--- src/hw/rtl/fvac_pkg.sv ---
package fvac_pkg;

    // Field widths
    localparam int GRID_W    = 10;
    localparam int FLOW_W    = 16;
    localparam int COORD_W   = 13;
    localparam int CFG_W     = 10;
    localparam int CFG_ADDR_W = 3;
    localparam int LEN_W     = 8;
    localparam int SCALE_W   = 4;
    localparam int OFFSET_W  = 8;
    localparam int KIND_W    = 2;
    localparam int CLASS_W   = 2;

    // Flow fraction and end point arithmetic
    localparam int FRAC_BITS = 8;
    localparam int PROD_W    = FLOW_W + SCALE_W + 1;
    localparam int NUM_A_W   = GRID_W + FRAC_BITS + 2;
    localparam int NUM_B_W   = PROD_W + 1;
    localparam int NUM_W     = ((NUM_A_W > NUM_B_W) ? NUM_A_W : NUM_B_W) + 1;
    localparam int Q_W       = NUM_W - FRAC_BITS - 1;
    localparam int COORD_MIN = -(2 ** (COORD_W - 1));
    localparam int COORD_MAX = (2 ** (COORD_W - 1)) - 1;

    // Length check
    localparam int DIFF_W    = COORD_W + 1;
    localparam int SQ_W      = 2 * DIFF_W;
    localparam int ML2_W     = 2 * LEN_W;

    // Accumulators
    localparam int MAX_VECTORS = 4096;
    localparam int CNT_W     = $clog2(MAX_VECTORS + 1);
    localparam logic [CNT_W-1:0] MAX_CNT = CNT_W'(MAX_VECTORS);
    localparam int SUM_W     = COORD_W + CNT_W;
    localparam int MAG_W     = SUM_W - 1;
    localparam int DIV_CNT_W = $clog2(MAG_W + 1);

    // Report kinds
    localparam logic [KIND_W-1:0] KIND_VECTOR  = 2'd0;
    localparam logic [KIND_W-1:0] KIND_TOWARDS = 2'd1;
    localparam logic [KIND_W-1:0] KIND_AWAY    = 2'd2;

    // Vector classes
    localparam logic [CLASS_W-1:0] CLASS_NEUTRAL = 2'd0;
    localparam logic [CLASS_W-1:0] CLASS_TOWARDS = 2'd1;
    localparam logic [CLASS_W-1:0] CLASS_AWAY    = 2'd2;

    // Configuration register indexes
    typedef enum logic [CFG_ADDR_W-1:0] {
        REG_BORDER_START_X = 3'd0,
        REG_BORDER_START_Y = 3'd1,
        REG_BORDER_END_X   = 3'd2,
        REG_BORDER_END_Y   = 3'd3,
        REG_BAND_DISTANCE  = 3'd4,
        REG_MIN_LENGTH     = 3'd5,
        REG_FLOW_SCALE     = 3'd6,
        REG_ARROW_OFFSET   = 3'd7
    } cfg_idx_t;

    // Register reset values
    localparam logic [GRID_W-1:0]   RST_BORDER_START_X = 10'd0;
    localparam logic [GRID_W-1:0]   RST_BORDER_START_Y = 10'd0;
    localparam logic [GRID_W-1:0]   RST_BORDER_END_X   = 10'd1023;
    localparam logic [GRID_W-1:0]   RST_BORDER_END_Y   = 10'd0;
    localparam logic [GRID_W-1:0]   RST_BAND_DISTANCE  = 10'd50;
    localparam logic [LEN_W-1:0]    RST_MIN_LENGTH     = 8'd3;
    localparam logic [SCALE_W-1:0]  RST_FLOW_SCALE     = 4'd2;
    localparam logic [OFFSET_W-1:0] RST_ARROW_OFFSET   = 8'd25;

    // Input stream payload, first field in the low bits
    localparam int IN_DATA_W = 56;
    typedef struct packed {
        logic [IN_DATA_W-2*GRID_W-2*FLOW_W-1:0] pad;
        logic signed [FLOW_W-1:0]               flow_dy;
        logic signed [FLOW_W-1:0]               flow_dx;
        logic [GRID_W-1:0]                      grid_y;
        logic [GRID_W-1:0]                      grid_x;
    } in_data_t;

    // Output stream payload, first field in the low bits
    localparam int OUT_DATA_W = 72;
    typedef struct packed {
        logic [OUT_DATA_W-CLASS_W-4*COORD_W-CNT_W-1:0] pad;
        logic [CNT_W-1:0]                        vector_count;
        logic signed [COORD_W-1:0]               end_y;
        logic signed [COORD_W-1:0]               end_x;
        logic signed [COORD_W-1:0]               start_y;
        logic signed [COORD_W-1:0]               start_x;
        logic [CLASS_W-1:0]                      vector_class;
    } out_data_t;

    // One result held in the output register
    typedef struct packed {
        logic [KIND_W-1:0]         report_kind;
        logic [CLASS_W-1:0]        vector_class;
        logic signed [COORD_W-1:0] start_x;
        logic signed [COORD_W-1:0] start_y;
        logic signed [COORD_W-1:0] end_x;
        logic signed [COORD_W-1:0] end_y;
        logic [CNT_W-1:0]          vector_count;
        logic                      last_result;
    } result_t;

    // Controller to datapath commands
    typedef struct packed {
        logic       load;
        logic       mul;
        logic       end_pt;
        logic       sq;
        logic       decide;
        logic       div_start;
        logic       div_store;
        logic       emit;
        logic [2:0] idx;
    } cmd_t;

    // Datapath to controller status
    typedef struct packed {
        logic out_free;
        logic item_last;
        logic div_done;
    } status_t;

endpackage

--- src/hw/rtl/flow_vector_approach_classifier_top.sv ---
// Channel   | Dir | Signals                         | Content
// s_axis    | in  | tvalid tready tdata tlast       | one flow vector, tlast = frame end
// m_axis    | out | tvalid tready tdata tuser tlast | vector report or class average
// cfg       | in  | cfg_we cfg_addr cfg_data        | register writes, no read-back
//
// A vector passes through load, flow multiply, end point, squares and classify;
// its report enters the output register in the classify step and, unless it ends a
// frame, the next vector can be taken the cycle after. A frame end adds 8 divisions
// in the shared one-bit-per-cycle divider, plus a towards and an away average report.
// Reset (rst_n, async, active low) clears accumulators and loads register defaults.
// A stalled m_axis holds the block in the classify or report step.
module flow_vector_approach_classifier_top (
    input  logic        clk,
    input  logic        rst_n,
    input  logic        s_axis_tvalid,
    output logic        s_axis_tready,
    input  logic [55:0] s_axis_tdata,   // grid_x, grid_y, flow_dx, flow_dy, pad
    input  logic        s_axis_tlast,
    output logic        m_axis_tvalid,
    input  logic        m_axis_tready,
    output logic [71:0] m_axis_tdata,   // vector_class, start_x, start_y, end_x, end_y,
                                        // vector_count, pad
    output logic [1:0]  m_axis_tuser,   // report_kind
    output logic        m_axis_tlast,
    input  logic        cfg_we,
    input  logic [2:0]  cfg_addr,
    input  logic [9:0]  cfg_data
);

    fvac_pkg::cmd_t      cmd;
    fvac_pkg::status_t   sts;
    fvac_pkg::result_t   res;
    fvac_pkg::out_data_t out_word;

    fvac_ctrl u_ctrl (
        .clk      (clk),
        .rst_n    (rst_n),
        .in_valid (s_axis_tvalid),
        .in_ready (s_axis_tready),
        .sts      (sts),
        .cmd      (cmd)
    );

    fvac_dp u_dp (
        .clk        (clk),
        .rst_n      (rst_n),
        .cfg_we     (cfg_we),
        .cfg_addr   (cfg_addr),
        .cfg_data   (cfg_data),
        .in_data    (fvac_pkg::in_data_t'(s_axis_tdata)),
        .in_last    (s_axis_tlast),
        .cmd        (cmd),
        .sts        (sts),
        .out_valid  (m_axis_tvalid),
        .out_result (res),
        .out_ready  (m_axis_tready)
    );

    // Pack the result onto the output stream
    always_comb
    begin
        out_word.pad          = '0;
        out_word.vector_class = res.vector_class;
        out_word.start_x      = res.start_x;
        out_word.start_y      = res.start_y;
        out_word.end_x        = res.end_x;
        out_word.end_y        = res.end_y;
        out_word.vector_count = res.vector_count;
    end

    assign m_axis_tdata = out_word;
    assign m_axis_tuser = res.report_kind;
    assign m_axis_tlast = res.last_result;

endmodule

--- src/hw/rtl/fvac_div.sv ---
module fvac_div (
    input  logic                               clk,
    input  logic                               rst_n,
    input  logic                               start,
    input  logic signed [fvac_pkg::SUM_W-1:0]  dividend,
    input  logic [fvac_pkg::CNT_W-1:0]         divisor,
    output logic                               done,
    output logic signed [fvac_pkg::COORD_W-1:0] quotient
);

    logic [fvac_pkg::MAG_W-1:0]     quo_reg, quo_next;
    logic [fvac_pkg::CNT_W:0]       rem_reg, rem_next;
    logic [fvac_pkg::CNT_W-1:0]     dvs_reg;
    logic [fvac_pkg::DIV_CNT_W-1:0] cnt_reg, cnt_next;
    logic                           neg_reg;
    logic                           busy_reg, busy_next;
    logic                           done_reg, done_next;
    logic [fvac_pkg::SUM_W-1:0]     mag_in;
    logic [fvac_pkg::CNT_W:0]       shifted;
    logic [fvac_pkg::CNT_W+1:0]     diff;
    logic [fvac_pkg::COORD_W-1:0]   q_mag;

    // Magnitude of the signed dividend
    assign mag_in = dividend[fvac_pkg::SUM_W-1] ? (~dividend + 1'b1) : dividend;

    // One restoring step per cycle
    assign shifted = {rem_reg[fvac_pkg::CNT_W-1:0], quo_reg[fvac_pkg::MAG_W-1]};
    assign diff    = {1'b0, shifted} - {2'b00, dvs_reg};

    always_comb
    begin
        quo_next  = quo_reg;
        rem_next  = rem_reg;
        cnt_next  = cnt_reg;
        busy_next = busy_reg;
        done_next = 1'b0;
        if (start)
        begin
            quo_next  = mag_in[fvac_pkg::MAG_W-1:0];
            rem_next  = '0;
            cnt_next  = fvac_pkg::DIV_CNT_W'(fvac_pkg::MAG_W);
            busy_next = 1'b1;
        end
        else if (busy_reg)
        begin
            if (diff[fvac_pkg::CNT_W+1])
            begin
                rem_next = shifted;
                quo_next = {quo_reg[fvac_pkg::MAG_W-2:0], 1'b0};
            end
            else
            begin
                rem_next = diff[fvac_pkg::CNT_W:0];
                quo_next = {quo_reg[fvac_pkg::MAG_W-2:0], 1'b1};
            end
            cnt_next = cnt_reg - 1'b1;
            if (cnt_reg == fvac_pkg::DIV_CNT_W'(1))
            begin
                busy_next = 1'b0;
                done_next = 1'b1;
            end
        end
    end

    always_ff @(posedge clk or negedge rst_n)
    begin
        if (!rst_n)
        begin
            busy_reg <= 1'b0;
            done_reg <= 1'b0;
            cnt_reg  <= '0;
        end
        else
        begin
            busy_reg <= busy_next;
            done_reg <= done_next;
            cnt_reg  <= cnt_next;
        end
    end

    always_ff @(posedge clk)
    begin
        quo_reg <= quo_next;
        rem_reg <= rem_next;
        if (start)
        begin
            dvs_reg <= divisor;
            neg_reg <= dividend[fvac_pkg::SUM_W-1];
        end
    end

    // Averages stay within the coordinate range, so the low bits suffice
    assign q_mag    = quo_reg[fvac_pkg::COORD_W-1:0];
    assign quotient = neg_reg ? $signed(~q_mag + 1'b1) : $signed(q_mag);
    assign done     = done_reg;

endmodule

--- src/hw/rtl/fvac_dp.sv ---
module fvac_dp (
    input  logic                                clk,
    input  logic                                rst_n,
    input  logic                                cfg_we,
    input  logic [fvac_pkg::CFG_ADDR_W-1:0]     cfg_addr,
    input  logic [fvac_pkg::CFG_W-1:0]          cfg_data,
    input  fvac_pkg::in_data_t                  in_data,
    input  logic                                in_last,
    input  fvac_pkg::cmd_t                      cmd,
    output fvac_pkg::status_t                   sts,
    output logic                                out_valid,
    output fvac_pkg::result_t                   out_result,
    input  logic                                out_ready
);

    localparam logic [fvac_pkg::NUM_W-1:0] ROUND_C = fvac_pkg::NUM_W'(1) << fvac_pkg::FRAC_BITS;
    localparam logic [fvac_pkg::NUM_W-1:0] TRUNC_C =
        (fvac_pkg::NUM_W'(1) << (fvac_pkg::FRAC_BITS + 1)) - 1'b1;

    // Configuration registers
    logic [fvac_pkg::GRID_W-1:0]   bsx_reg, bsy_reg, bex_reg, bey_reg, band_reg;
    logic [fvac_pkg::LEN_W-1:0]    min_len_reg;
    logic [fvac_pkg::SCALE_W-1:0]  scale_reg;
    logic [fvac_pkg::OFFSET_W-1:0] offset_reg;

    // Item pipeline registers
    logic [fvac_pkg::GRID_W-1:0]        sx_reg, sy_reg;
    logic signed [fvac_pkg::FLOW_W-1:0] fdx_reg, fdy_reg;
    logic                               last_reg;
    logic signed [fvac_pkg::PROD_W-1:0] px_reg, py_reg;
    logic signed [fvac_pkg::COORD_W-1:0] ex_reg, ey_reg;
    logic signed [fvac_pkg::SQ_W-1:0]   dx2_reg, dy2_reg;
    logic [fvac_pkg::ML2_W-1:0]         ml2_reg;
    logic                               span_ok_reg, band_ok_reg, down_reg, up_reg;

    // Accumulators and averages
    logic signed [fvac_pkg::SUM_W-1:0]   tw_sum_reg [4];
    logic signed [fvac_pkg::SUM_W-1:0]   aw_sum_reg [4];
    logic [fvac_pkg::CNT_W-1:0]          tw_cnt_reg, aw_cnt_reg;
    logic signed [fvac_pkg::COORD_W-1:0] avg_reg [4];

    // Output register
    logic                out_valid_reg, out_valid_next;
    fvac_pkg::result_t   out_reg, out_next;

    logic signed [fvac_pkg::PROD_W-1:0]  px_c, py_c;
    logic signed [fvac_pkg::DIFF_W-1:0]  dx_c, dy_c, db1_c, db2_c;
    logic [fvac_pkg::DIFF_W-1:0]         ab1_c, ab2_c;
    logic [fvac_pkg::SQ_W:0]             len2_c;
    logic                                ok_c, tw_c, aw_c;
    logic [fvac_pkg::CLASS_W-1:0]        cls_c;
    logic signed [fvac_pkg::SUM_W-1:0]   coord_c [4];
    logic signed [fvac_pkg::SUM_W-1:0]   div_dividend;
    logic [fvac_pkg::CNT_W-1:0]          div_divisor;
    logic                                div_done;
    logic signed [fvac_pkg::COORD_W-1:0] div_quot;
    logic                                emit_away;
    logic [fvac_pkg::CNT_W-1:0]          emit_cnt;
    logic signed [fvac_pkg::COORD_W-1:0] emit_sy;
    logic signed [fvac_pkg::COORD_W-1:0] sx_c, sy_c;

    // start + scale*flow/2^F + 1/2, truncated toward zero, saturated
    function automatic logic signed [fvac_pkg::COORD_W-1:0] end_coord(
        input logic [fvac_pkg::GRID_W-1:0]        start,
        input logic signed [fvac_pkg::PROD_W-1:0] prod
    );
        logic signed [fvac_pkg::NUM_W-1:0] num;
        logic signed [fvac_pkg::NUM_W-1:0] adj;
        logic signed [fvac_pkg::Q_W-1:0]   q;
        logic signed [fvac_pkg::COORD_W-1:0] res;
        num = fvac_pkg::NUM_W'({start, {(fvac_pkg::FRAC_BITS + 1){1'b0}}})
            + (fvac_pkg::NUM_W'(prod) <<< 1) + ROUND_C;
        adj = num + (num[fvac_pkg::NUM_W-1] ? TRUNC_C : '0);
        q   = fvac_pkg::Q_W'(adj >>> (fvac_pkg::FRAC_BITS + 1));
        if (q < fvac_pkg::COORD_MIN)
        begin
            res = fvac_pkg::COORD_W'(fvac_pkg::COORD_MIN);
        end
        else if (q > fvac_pkg::COORD_MAX)
        begin
            res = fvac_pkg::COORD_W'(fvac_pkg::COORD_MAX);
        end
        else
        begin
            res = fvac_pkg::COORD_W'(q);
        end
        return res;
    endfunction

    // Configuration writes
    always_ff @(posedge clk or negedge rst_n)
    begin
        if (!rst_n)
        begin
            bsx_reg     <= fvac_pkg::RST_BORDER_START_X;
            bsy_reg     <= fvac_pkg::RST_BORDER_START_Y;
            bex_reg     <= fvac_pkg::RST_BORDER_END_X;
            bey_reg     <= fvac_pkg::RST_BORDER_END_Y;
            band_reg    <= fvac_pkg::RST_BAND_DISTANCE;
            min_len_reg <= fvac_pkg::RST_MIN_LENGTH;
            scale_reg   <= fvac_pkg::RST_FLOW_SCALE;
            offset_reg  <= fvac_pkg::RST_ARROW_OFFSET;
        end
        else if (cfg_we)
        begin
            case (fvac_pkg::cfg_idx_t'(cfg_addr))
                fvac_pkg::REG_BORDER_START_X: bsx_reg     <= cfg_data;
                fvac_pkg::REG_BORDER_START_Y: bsy_reg     <= cfg_data;
                fvac_pkg::REG_BORDER_END_X:   bex_reg     <= cfg_data;
                fvac_pkg::REG_BORDER_END_Y:   bey_reg     <= cfg_data;
                fvac_pkg::REG_BAND_DISTANCE:  band_reg    <= cfg_data;
                fvac_pkg::REG_MIN_LENGTH:     min_len_reg <= cfg_data[fvac_pkg::LEN_W-1:0];
                fvac_pkg::REG_FLOW_SCALE:     scale_reg   <= cfg_data[fvac_pkg::SCALE_W-1:0];
                fvac_pkg::REG_ARROW_OFFSET:   offset_reg  <= cfg_data[fvac_pkg::OFFSET_W-1:0];
                default: ;
            endcase
        end
    end

    // Scaled flow products
    assign px_c = $signed({1'b0, scale_reg}) * fdx_reg;
    assign py_c = $signed({1'b0, scale_reg}) * fdy_reg;

    // Differences for length and band checks
    assign dx_c  = fvac_pkg::DIFF_W'(ex_reg) - $signed({4'b0000, sx_reg});
    assign dy_c  = fvac_pkg::DIFF_W'(ey_reg) - $signed({4'b0000, sy_reg});
    assign db1_c = fvac_pkg::DIFF_W'(ey_reg) - $signed({4'b0000, bsy_reg});
    assign db2_c = fvac_pkg::DIFF_W'(ey_reg) - $signed({4'b0000, bey_reg});
    assign ab1_c = db1_c[fvac_pkg::DIFF_W-1] ? (~db1_c + 1'b1) : db1_c;
    assign ab2_c = db2_c[fvac_pkg::DIFF_W-1] ? (~db2_c + 1'b1) : db2_c;

    // Item pipeline
    always_ff @(posedge clk)
    begin
        if (cmd.load)
        begin
            sx_reg   <= in_data.grid_x;
            sy_reg   <= in_data.grid_y;
            fdx_reg  <= in_data.flow_dx;
            fdy_reg  <= in_data.flow_dy;
            last_reg <= in_last;
        end
        if (cmd.mul)
        begin
            px_reg <= px_c;
            py_reg <= py_c;
        end
        if (cmd.end_pt)
        begin
            ex_reg <= end_coord(sx_reg, px_reg);
            ey_reg <= end_coord(sy_reg, py_reg);
        end
        if (cmd.sq)
        begin
            dx2_reg     <= dx_c * dx_c;
            dy2_reg     <= dy_c * dy_c;
            ml2_reg     <= min_len_reg * min_len_reg;
            span_ok_reg <= (ex_reg >= $signed({3'b000, bsx_reg}))
                        && (ex_reg <= $signed({3'b000, bex_reg}));
            band_ok_reg <= (ab1_c < {4'b0000, band_reg}) || (ab2_c < {4'b0000, band_reg});
            down_reg    <= ey_reg > $signed({3'b000, sy_reg});
            up_reg      <= ey_reg < $signed({3'b000, sy_reg});
        end
    end

    // Classification
    assign len2_c = {1'b0, dx2_reg} + {1'b0, dy2_reg};
    assign ok_c   = (len2_c > (fvac_pkg::SQ_W + 1)'(ml2_reg)) && span_ok_reg && band_ok_reg;
    assign tw_c   = ok_c && down_reg;
    assign aw_c   = ok_c && up_reg;
    assign cls_c  = tw_c ? fvac_pkg::CLASS_TOWARDS :
                    aw_c ? fvac_pkg::CLASS_AWAY : fvac_pkg::CLASS_NEUTRAL;

    assign sx_c = fvac_pkg::COORD_W'(sx_reg);
    assign sy_c = fvac_pkg::COORD_W'(sy_reg);

    always_comb
    begin
        coord_c[0] = fvac_pkg::SUM_W'(sx_reg);
        coord_c[1] = fvac_pkg::SUM_W'(sy_reg);
        coord_c[2] = fvac_pkg::SUM_W'(ex_reg);
        coord_c[3] = fvac_pkg::SUM_W'(ey_reg);
    end

    // Class accumulators, cleared when the away average is emitted
    assign emit_away = cmd.idx[2];

    always_ff @(posedge clk or negedge rst_n)
    begin
        if (!rst_n)
        begin
            tw_cnt_reg <= '0;
            aw_cnt_reg <= '0;
            for (int i = 0; i < 4; i++)
            begin
                tw_sum_reg[i] <= '0;
                aw_sum_reg[i] <= '0;
            end
        end
        else if (cmd.emit && emit_away)
        begin
            tw_cnt_reg <= '0;
            aw_cnt_reg <= '0;
            for (int i = 0; i < 4; i++)
            begin
                tw_sum_reg[i] <= '0;
                aw_sum_reg[i] <= '0;
            end
        end
        else if (cmd.decide)
        begin
            if (tw_c && (tw_cnt_reg < fvac_pkg::MAX_CNT))
            begin
                tw_cnt_reg <= tw_cnt_reg + 1'b1;
                for (int i = 0; i < 4; i++)
                begin
                    tw_sum_reg[i] <= tw_sum_reg[i] + coord_c[i];
                end
            end
            if (aw_c && (aw_cnt_reg < fvac_pkg::MAX_CNT))
            begin
                aw_cnt_reg <= aw_cnt_reg + 1'b1;
                for (int i = 0; i < 4; i++)
                begin
                    aw_sum_reg[i] <= aw_sum_reg[i] + coord_c[i];
                end
            end
        end
    end

    // Shared divider for the eight averages
    assign div_dividend = cmd.idx[2] ? aw_sum_reg[cmd.idx[1:0]] : tw_sum_reg[cmd.idx[1:0]];
    assign div_divisor  = cmd.idx[2] ? aw_cnt_reg : tw_cnt_reg;

    fvac_div u_div (
        .clk      (clk),
        .rst_n    (rst_n),
        .start    (cmd.div_start),
        .dividend (div_dividend),
        .divisor  (div_divisor),
        .done     (div_done),
        .quotient (div_quot)
    );

    always_ff @(posedge clk)
    begin
        if (cmd.div_store)
        begin
            avg_reg[cmd.idx[1:0]] <= div_quot;
        end
    end

    // Average report fields
    assign emit_cnt = div_divisor;
    assign emit_sy  = emit_away ? (avg_reg[1] + $signed({5'b00000, offset_reg}))
                                : (avg_reg[1] - $signed({5'b00000, offset_reg}));

    // Output register
    always_comb
    begin
        out_next       = out_reg;
        out_valid_next = out_valid_reg;
        if (out_valid_reg && out_ready)
        begin
            out_valid_next = 1'b0;
        end
        if (cmd.decide)
        begin
            out_valid_next            = 1'b1;
            out_next.report_kind      = fvac_pkg::KIND_VECTOR;
            out_next.vector_class     = cls_c;
            out_next.start_x          = sx_c;
            out_next.start_y          = sy_c;
            out_next.end_x            = ex_reg;
            out_next.end_y            = ey_reg;
            out_next.vector_count     = '0;
            out_next.last_result      = !last_reg;
        end
        else if (cmd.emit)
        begin
            out_valid_next            = 1'b1;
            out_next.report_kind      = emit_away ? fvac_pkg::KIND_AWAY : fvac_pkg::KIND_TOWARDS;
            out_next.vector_class     = fvac_pkg::CLASS_NEUTRAL;
            out_next.last_result      = emit_away;
            out_next.vector_count     = emit_cnt;
            if (emit_cnt == '0)
            begin
                out_next.start_x = '0;
                out_next.start_y = '0;
                out_next.end_x   = '0;
                out_next.end_y   = '0;
            end
            else
            begin
                out_next.start_x = avg_reg[0];
                out_next.start_y = emit_sy;
                out_next.end_x   = avg_reg[2];
                out_next.end_y   = avg_reg[3];
            end
        end
    end

    always_ff @(posedge clk or negedge rst_n)
    begin
        if (!rst_n)
        begin
            out_valid_reg <= 1'b0;
        end
        else
        begin
            out_valid_reg <= out_valid_next;
        end
    end

    always_ff @(posedge clk)
    begin
        out_reg <= out_next;
    end

    assign out_valid     = out_valid_reg;
    assign out_result    = out_reg;
    assign sts.out_free  = !out_valid_reg || out_ready;
    assign sts.item_last = last_reg;
    assign sts.div_done  = div_done;

endmodule

--- src/hw/rtl/fvac_ctrl.sv ---
module fvac_ctrl (
    input  logic              clk,
    input  logic              rst_n,
    input  logic              in_valid,
    output logic              in_ready,
    input  fvac_pkg::status_t sts,
    output fvac_pkg::cmd_t    cmd
);

    typedef enum logic [2:0] {
        S_IDLE,
        S_MUL,
        S_END,
        S_SQ,
        S_DECIDE,
        S_DIV_START,
        S_DIV_WAIT,
        S_EMIT
    } state_t;

    state_t     state_reg, state_next;
    logic [2:0] idx_reg, idx_next;

    // Next state and index
    always_comb
    begin
        state_next = state_reg;
        idx_next   = idx_reg;
        case (state_reg)
            S_IDLE:
            begin
                if (in_valid)
                begin
                    state_next = S_MUL;
                end
            end
            S_MUL:    state_next = S_END;
            S_END:    state_next = S_SQ;
            S_SQ:     state_next = S_DECIDE;
            S_DECIDE:
            begin
                if (sts.out_free)
                begin
                    idx_next   = '0;
                    state_next = sts.item_last ? S_DIV_START : S_IDLE;
                end
            end
            S_DIV_START: state_next = S_DIV_WAIT;
            S_DIV_WAIT:
            begin
                if (sts.div_done)
                begin
                    if (idx_reg[1:0] == 2'b11)
                    begin
                        state_next = S_EMIT;
                    end
                    else
                    begin
                        idx_next   = idx_reg + 1'b1;
                        state_next = S_DIV_START;
                    end
                end
            end
            S_EMIT:
            begin
                if (sts.out_free)
                begin
                    if (idx_reg[2])
                    begin
                        state_next = S_IDLE;
                    end
                    else
                    begin
                        idx_next   = idx_reg + 1'b1;
                        state_next = S_DIV_START;
                    end
                end
            end
            default: state_next = S_IDLE;
        endcase
    end

    always_ff @(posedge clk or negedge rst_n)
    begin
        if (!rst_n)
        begin
            state_reg <= S_IDLE;
            idx_reg   <= '0;
        end
        else
        begin
            state_reg <= state_next;
            idx_reg   <= idx_next;
        end
    end

    // Command decode
    assign in_ready      = (state_reg == S_IDLE);
    assign cmd.load      = (state_reg == S_IDLE) && in_valid;
    assign cmd.mul       = (state_reg == S_MUL);
    assign cmd.end_pt    = (state_reg == S_END);
    assign cmd.sq        = (state_reg == S_SQ);
    assign cmd.decide    = (state_reg == S_DECIDE) && sts.out_free;
    assign cmd.div_start = (state_reg == S_DIV_START);
    assign cmd.div_store = (state_reg == S_DIV_WAIT) && sts.div_done;
    assign cmd.emit      = (state_reg == S_EMIT) && sts.out_free;
    assign cmd.idx       = idx_reg;

endmodule

--- config.mk ---
export PLATFORM = sky130hd
export DESIGN_NAME = flow_vector_approach_classifier_top
export DESIGN_NICKNAME = d
export VERILOG_FILES = /design/src/hw/rtl/fvac_pkg.sv /design/src/hw/rtl/flow_vector_approach_classifier_top.sv /design/src/hw/rtl/fvac_div.sv /design/src/hw/rtl/fvac_dp.sv /design/src/hw/rtl/fvac_ctrl.sv
export SDC_FILE = /design/constraint.sdc
export NUM_CORES = 2
export LEC_CHECK = 0
export BUFFER_PORTS_ARGS = -buffer_cell sky130_fd_sc_hd__buf_2
export CORE_MARGIN = 1
export CORE_UTILIZATION = 40
export CTS_CLUSTER_DIAMETER = 150
export CTS_CLUSTER_SIZE = 10
export DETAILED_ROUTE_END_ITERATION = 12
export RECOVER_POWER = 100
export SLEW_MARGIN = 20
export SYNTH_ARGS = -nofsm -noshare
export SYNTH_HDL_FRONTEND = slang
export SYNTH_SLANG_ARGS = --single-unit
--- constraint.sdc ---
create_clock -name clk -period 12.4 [get_ports clk]
set_input_delay 2.48 -clock clk [delete_from_list [all_inputs] [get_ports clk]]
set_output_delay 2.48 -clock clk [all_outputs]
set_load 0.02 [all_outputs]
* Yosys cells after proc, flatten, opt, wreduce, memory -nomap -nowiden
Memory sizes are Yosys's and may differ from the RTL's. Cells that the tools add are included.
Storage, ports and cells: input bits 75, register bits after elaboration 637, output and inout port bits 77, memory bits (writable) 52, memories kept 1
Memory list:
- u_dp.avg_reg | words 4, width 13, read ports 4, clocked after Yosys merged registers in 0, wr ports 1, RTL line fvac_dp.sv:40 | logic signed [fvac_pkg::COORD_W-1:0] avg_reg [4];
Operators by class: eq/ne operators 22, $mul 5, order comparisons 14, mux-type cells 66, reduce and logical (&&, ||, !) cells 40, bitwise operators 5, $add $sub $neg 30
Operators with widths (number):
- $mux 104 | 6
- $mux 13 | 12
- $mux 68 | 2
- $mux 26 | 5
- $add 26x11->26 | 4
- $add 26x13->26 | 4
- $bmux 26 s2 | 2
- $mux 25 | 3
- $mul 14x14->28 | 2
- $sub 13x11->14 | 4
- $mux 52 | 1
- $add 20x22->23 | 2
- $add 23x9->23 | 2
- $add 23x9->23 const B | 2
- $mul 5x16->21 | 2
- $add 13x1->13 const B | 3
- $mux 3 | 11
- $add 28x28->29 | 1
- $gt 29x16->1 | 1
- $add 14x1->14 const B | 2
- $gt 14x13->1 const B | 2
- $lt 14x10->1 | 2
- $lt 14x13->1 const B | 2
- $mux 14 | 2
- other kinds (41) | 103

* Depth between registers and ports, before layout
word-level depth 9, gate-level depth with buffers 37

* Modules after synthesis
Synthesis repeated with hierarchy kept, for this count alone.
Second synthesis, totals: cell total of the unflattened synthesis 6384, area total of the unflattened synthesis 61316.3 um^2
By module, submodules not included:
- fvac_dp | seq. area each 16935.0 um^2, cells an instance 5928, area each 56989.7 um^2, times used 1
- fvac_div | seq. area each 1606.5 um^2, cells an instance 392, area each 3788.6 um^2, times used 1
- fvac_ctrl | seq. area each 150.1 um^2, cells an instance 58, area each 496.7 um^2, times used 1
- flow_vector_approach_classifier_top | seq. area each 0.0 um^2, cells an instance 6, area each 41.3 um^2, times used 1

* Worst setup path before layout
No wires, ideal clock.
path type reg-to-reg, from register u_dp.ey_reg[0] in the netlist's numbering, to register u_dp.dy2_reg[24] in the netlist's numbering, data pin, arrival 8373 ps, cell stages (with the launch flop) 34, required time 12141 ps, path slack 3768 ps, period minus slack after synthesis 8632 ps, cell sequence edfxtp_1 inv_1 ha_1 inv_1 fa_1 a21o_1 a21oi_1 o21ai_0 a21oi_1 o21ai_0 a21oi_1 o21ai_0 a2111oi_0 xnor2_1 clkinv_1 nor2_1 inv_1 fa_1 inv_1 fa_1 fa_1 fa_1 fa_1 inv_1 fa_1 inv_1 ha_1 and3_1 a2111oi_0 nor3_1 o31ai_1 nand2b_1 a21oi_1 xnor2_1
Between the ends: longest elaborated chain between the ends 2
RTL lines:
- start: declaration | RTL line fvac_dp.sv:31 | logic signed [fvac_pkg::COORD_W-1:0] ex_reg, ey_reg;
- start signal: assignment | RTL line fvac_dp.sv:151 | ey_reg <= end_coord(sy_reg, py_reg);
- $sub 13x11->14 | RTL line fvac_dp.sv:126 | assign dy_c = fvac_pkg::DIFF_W'(ey_reg) - $signed({4'b0000, sy_reg});
- $mul 14x14->28 | RTL line fvac_dp.sv:156 | dy2_reg <= dy_c * dy_c;
- end signal: assignment | RTL line fvac_dp.sv:156
- end: declaration | RTL line fvac_dp.sv:32 | logic signed [fvac_pkg::SQ_W-1:0] dx2_reg, dy2_reg;
Every way passes these cells. A chain may end at the register's enable or synchronous reset.

* Worst setup path after layout
from register u_dp.dx2_reg[3] in the netlist's numbering, to register u_dp.tw_sum_reg[51] in the netlist's numbering
Between the ends: longest elaborated chain between the ends 8
RTL lines:
- start: declaration | RTL line fvac_dp.sv:32
- start signal: assignment | RTL line fvac_dp.sv:155 | dx2_reg <= dx_c * dx_c;
- $add 28x28->29 | RTL line fvac_dp.sv:167 | assign len2_c = {1'b0, dx2_reg} + {1'b0, dy2_reg};
- $gt 29x16->1 | RTL line fvac_dp.sv:168 | assign ok_c = (len2_c > (fvac_pkg::SQ_W + 1)'(ml2_reg)) && span_ok_reg && band_ok_reg;
- $logic_and 1x1->1 (2 in series) | RTL line fvac_dp.sv:168
- $logic_and 1x1->1 | RTL line fvac_dp.sv:169 | assign tw_c = ok_c && down_reg;
- $logic_and 1x1->1 | RTL line fvac_dp.sv:212 | if (tw_c && (tw_cnt_reg < fvac_pkg::MAX_CNT))
- $reduce_bool 2->1 (no source line)
- $reduce_and 2->1 (no source line)
- end signal: indexed assignment | RTL line fvac_dp.sv:217 | tw_sum_reg[i] <= tw_sum_reg[i] + coord_c[i];
- end: declaration | RTL line fvac_dp.sv:37 | logic signed [fvac_pkg::SUM_W-1:0] tw_sum_reg [4];
Every way passes these cells.

==> results.toml <==
[outcome]
status = "finished with violations"
violations = "max-capacitance violations, max-slew violations"

[setup_path]
worstPathCellList = "ha_1 -> a21oi_1 -> o22ai_1 -> o21ai_0 -> o21ai_0 -> a21oi_1 -> xnor2_1 -> ha_1 -> o21a_1 -> o21ai_0 -> nand2_1 -> o21ai_0 -> o221ai_1 -> nor4_1 -> and4_1 -> a21boi_0 -> clkbuf_1 -> nor2_1 -> a31o_2 -> a21o_1"
end_kind = "register"
crit_path_frequent_cell = "o21ai_0"
cp.required_ns = 12.97
path_class = "register to register"
slowest_delay_ns = 3.03
r2r-start = "u_dp.dx2_reg[3]$_DFFE_PN_"
cp_num_buf_inv = 1
cp-startpoint = "u_dp.dx2_reg[3]$_DFFE_PN_"
cp_max_fo = 74
slowest_stage = "a21boi_0"
cp-start-kind = "register"
cpLargestDelayFamily = "compound AO/OA/AOI/OAI gates"
arrival_ns = 11.10

[floorplanning]
boundaryPins = 152
start_util_pct = 40.4
dieArea_mm2 = 0.155
die_y_um = 394
row_count = 143
die_w_um = 394
core_area_mm2 = 0.152

[timing]
setup_violations = 0
fin_crit_ns = 10.53
max_freq_ghz = 0.0950
fin_setup_tns_ns = 0
slew_violations = 1164
hold_ws_ns = 0.442
fin_skew_ns = 0.0347
hold_violations = 0
slew_headroom_pct = -333
tightest_slew_ns = 6.49
period_share_pct = 84.9
rsz0062_at_grt = "no"

[synthesis]
synth_top_family_by_area = "adder cells"
synth_cells = 6466
yosys.cell_types.count = 101
synth_ff_type = "edfxtp_1"
async_flop_share_pct = 46.4
synth_fa_ha_area_share_pct = 26.4
ys_ff_latch = 686
yosys.area_share.simple_pct = 14.2
ys_warn_count = 0
ys_seq_area_share_pct = 30.4
synth_mux_area_share_pct = 3.35
synth-edff-count = 334
synth_compound_area_share_pct = 12.8
syn_area_per_cell_um2 = 9.52
yosys.area_share.xor_xnor_pct = 6.08
syn-cell-area_mm2 = 0.0615

[cts]
h-tree-depth = 3
cts_resized = 0
numCtsBuffers = 79
clkTransAtPathRegs_ns = 0.06
clock_latency_ns = 0.70
clk_path_buf_depth = 3
ctsHoldBuffers = 0
cts_root_buf = "clkbuf_16"
post_cts_buffers = 0
clock-sinks = 686
cts_tree = "built"

[grt]
grt_pass1_wl_mm = 259
grt_start_max_net_pins = 107
grtUsageTotal_pct = 21.2
first_global_vias = 45900
antenna_found_initial = 19
grt_overflow = 0

[routing]
dr.pass1.iters = 5
postRouteAntennaNets = 0
drt_iter0_drc = 3690
routedWlPerCell_um = 18.9
drc = 0
routed_wl_mm = 164
vias = 46500
viasPerCell = 5.36

[min_path]
hp-class = "register to register"
hold_start = "u_dp.out_result[69]$_SDFFE_PP0P_"

[placement]
gp_congestion = 0.887
place.port_buffers = 142
dp_hpwl_mm = 125
dp_cells = 8539

[layout]
insertedDiodeCount = 0
final_cells = 8674
syn_to_final_growth_pct = 8.35
fillers = 14700
drive_gt1_share_pct = 5.36
finalNetCount = 7691
finish.utilization_pct = 43.8

[flow_run]
maxCapViolCount = 24
[through the flow]
| step | setup WS, ns | instance area, µm² |
|---|---|---|
| final | 1.87 | 66700 |
| after global routing | 0.713 | 66700 |
| after CTS | 2.15 | 67100 |
| after detailed placement | 2.18 | 64800 |
| after global placement | 2.34 | 64800 |
| after floorplan | 3.77 | 61600 |
[metal layers]
metal | vias up | wire length [µm] | track usage [%]
li1 | 22200 | - | -
met1 | 22800 | 77300 | 31.2
met2 | 1298 | 71800 | 32.4
met3 | 215 | 11600 | 3.23
met4 | 0 | 3470 | 4.95
met5 | - | 0 | 0
[worst min-delay path, delay by kind of cell, from the launching register on]
kind             cells  cell delay (ns)
DFF                  1             0.31
and+or+nand+nor      2             0.09
[cells in the mapped netlist, types with 27 or more instances]
cell | number | area [µm²]
inv_1 | 892 | 3350
nand2_1 | 644 | 2420
ha_1 | 571 | 7140
nor2_1 | 461 | 1730
fa_1 | 455 | 9110
o21ai_0 | 405 | 2030
edfxtp_1 | 334 | 10000
xnor2_1 | 302 | 2650
dfrtp_1 | 299 | 7480
a21oi_1 | 257 | 1290
and2_1 | 146 | 913
clkbuf_1 | 144 | 541
nand3_1 | 144 | 721
xor2_1 | 123 | 1080
nor3_1 | 106 | 531
a21o_1 | 92 | 691
o21a_1 | 58 | 435
nor2b_1 | 57 | 357
a211oi_1 | 55 | 413
mux4_2 | 52 | 1170
nand2b_1 | 52 | 325
mux2_2 | 49 | 552
and3_1 | 47 | 294
nand4_1 | 43 | 269
o31ai_1 | 42 | 315
or3_1 | 39 | 244
a21boi_0 | 36 | 270
dfxtp_1 | 34 | 681
mux2i_1 | 34 | 340
o21bai_1 | 31 | 233
or2_2 | 29 | 181
a31oi_1 | 28 | 175
o211ai_1 | 27 | 203
[kinds of logic after synthesis]
family	count (synthesis)
AOI/OAI and AO/OA	1235
xor gates and xnor gates	426
adders and majority gates	1026
buffers and inverters	1093
DFF	686
muxes	135
other	1
and+or+nand+nor	1864
[placed cells by master, fill, tap and decap left out, types with 58 or more instances in the layout]
cell	count
dfrtp_1	298
o21a_1	58
o21ai_0	410
a21oi_1	257
inv_1	891
ha_1	571
clkbuf_1	170
nand2_1	644
fa_1	455
edfxtp_1	334
xnor2_1	303
a21o_1	93
xor2_1	123
clkbuf_16	80
nand3_1	144
and2_1	126
nor3_1	106
nor2_1	460
[worst paths after layout]
path                                                         end  cells after the start  slack [ns]
worst max register to register   u_dp.tw_sum_reg[51]$_DFFE_PN0P_                     20        1.87
worst min-delay path            u_dp.out_result[69]$_SDFFE_PP0P_                      2        0.44
worst max-delay path             u_dp.tw_sum_reg[51]$_DFFE_PN0P_                     20        1.87
min in group asynchronous        u_dp.aw_sum_reg[49]$_DFFE_PN0P_                      1        4.24
max in group asynchronous          u_ctrl.idx_reg[1]$_DFFE_PN0P_                      2        2.36
worst min register to register  u_dp.out_result[69]$_SDFFE_PP0P_                      2        0.44
[final cells by class]
class	instances	area, µm²	area share (%)
clock inverters	9	101	0.152
inverters	908	3410	5.11
well taps	2030	2540	3.81
clock buffers	126	2170	3.26
repair buffers	220	1060	1.60
multi-input cells	4695	38700	58.0
flip-flops and latches	686	18700	28.0
Power is left out: the tool's default activity adds up to more than one toggle a clock period on the data nets, which glitch-free logic cannot reach.
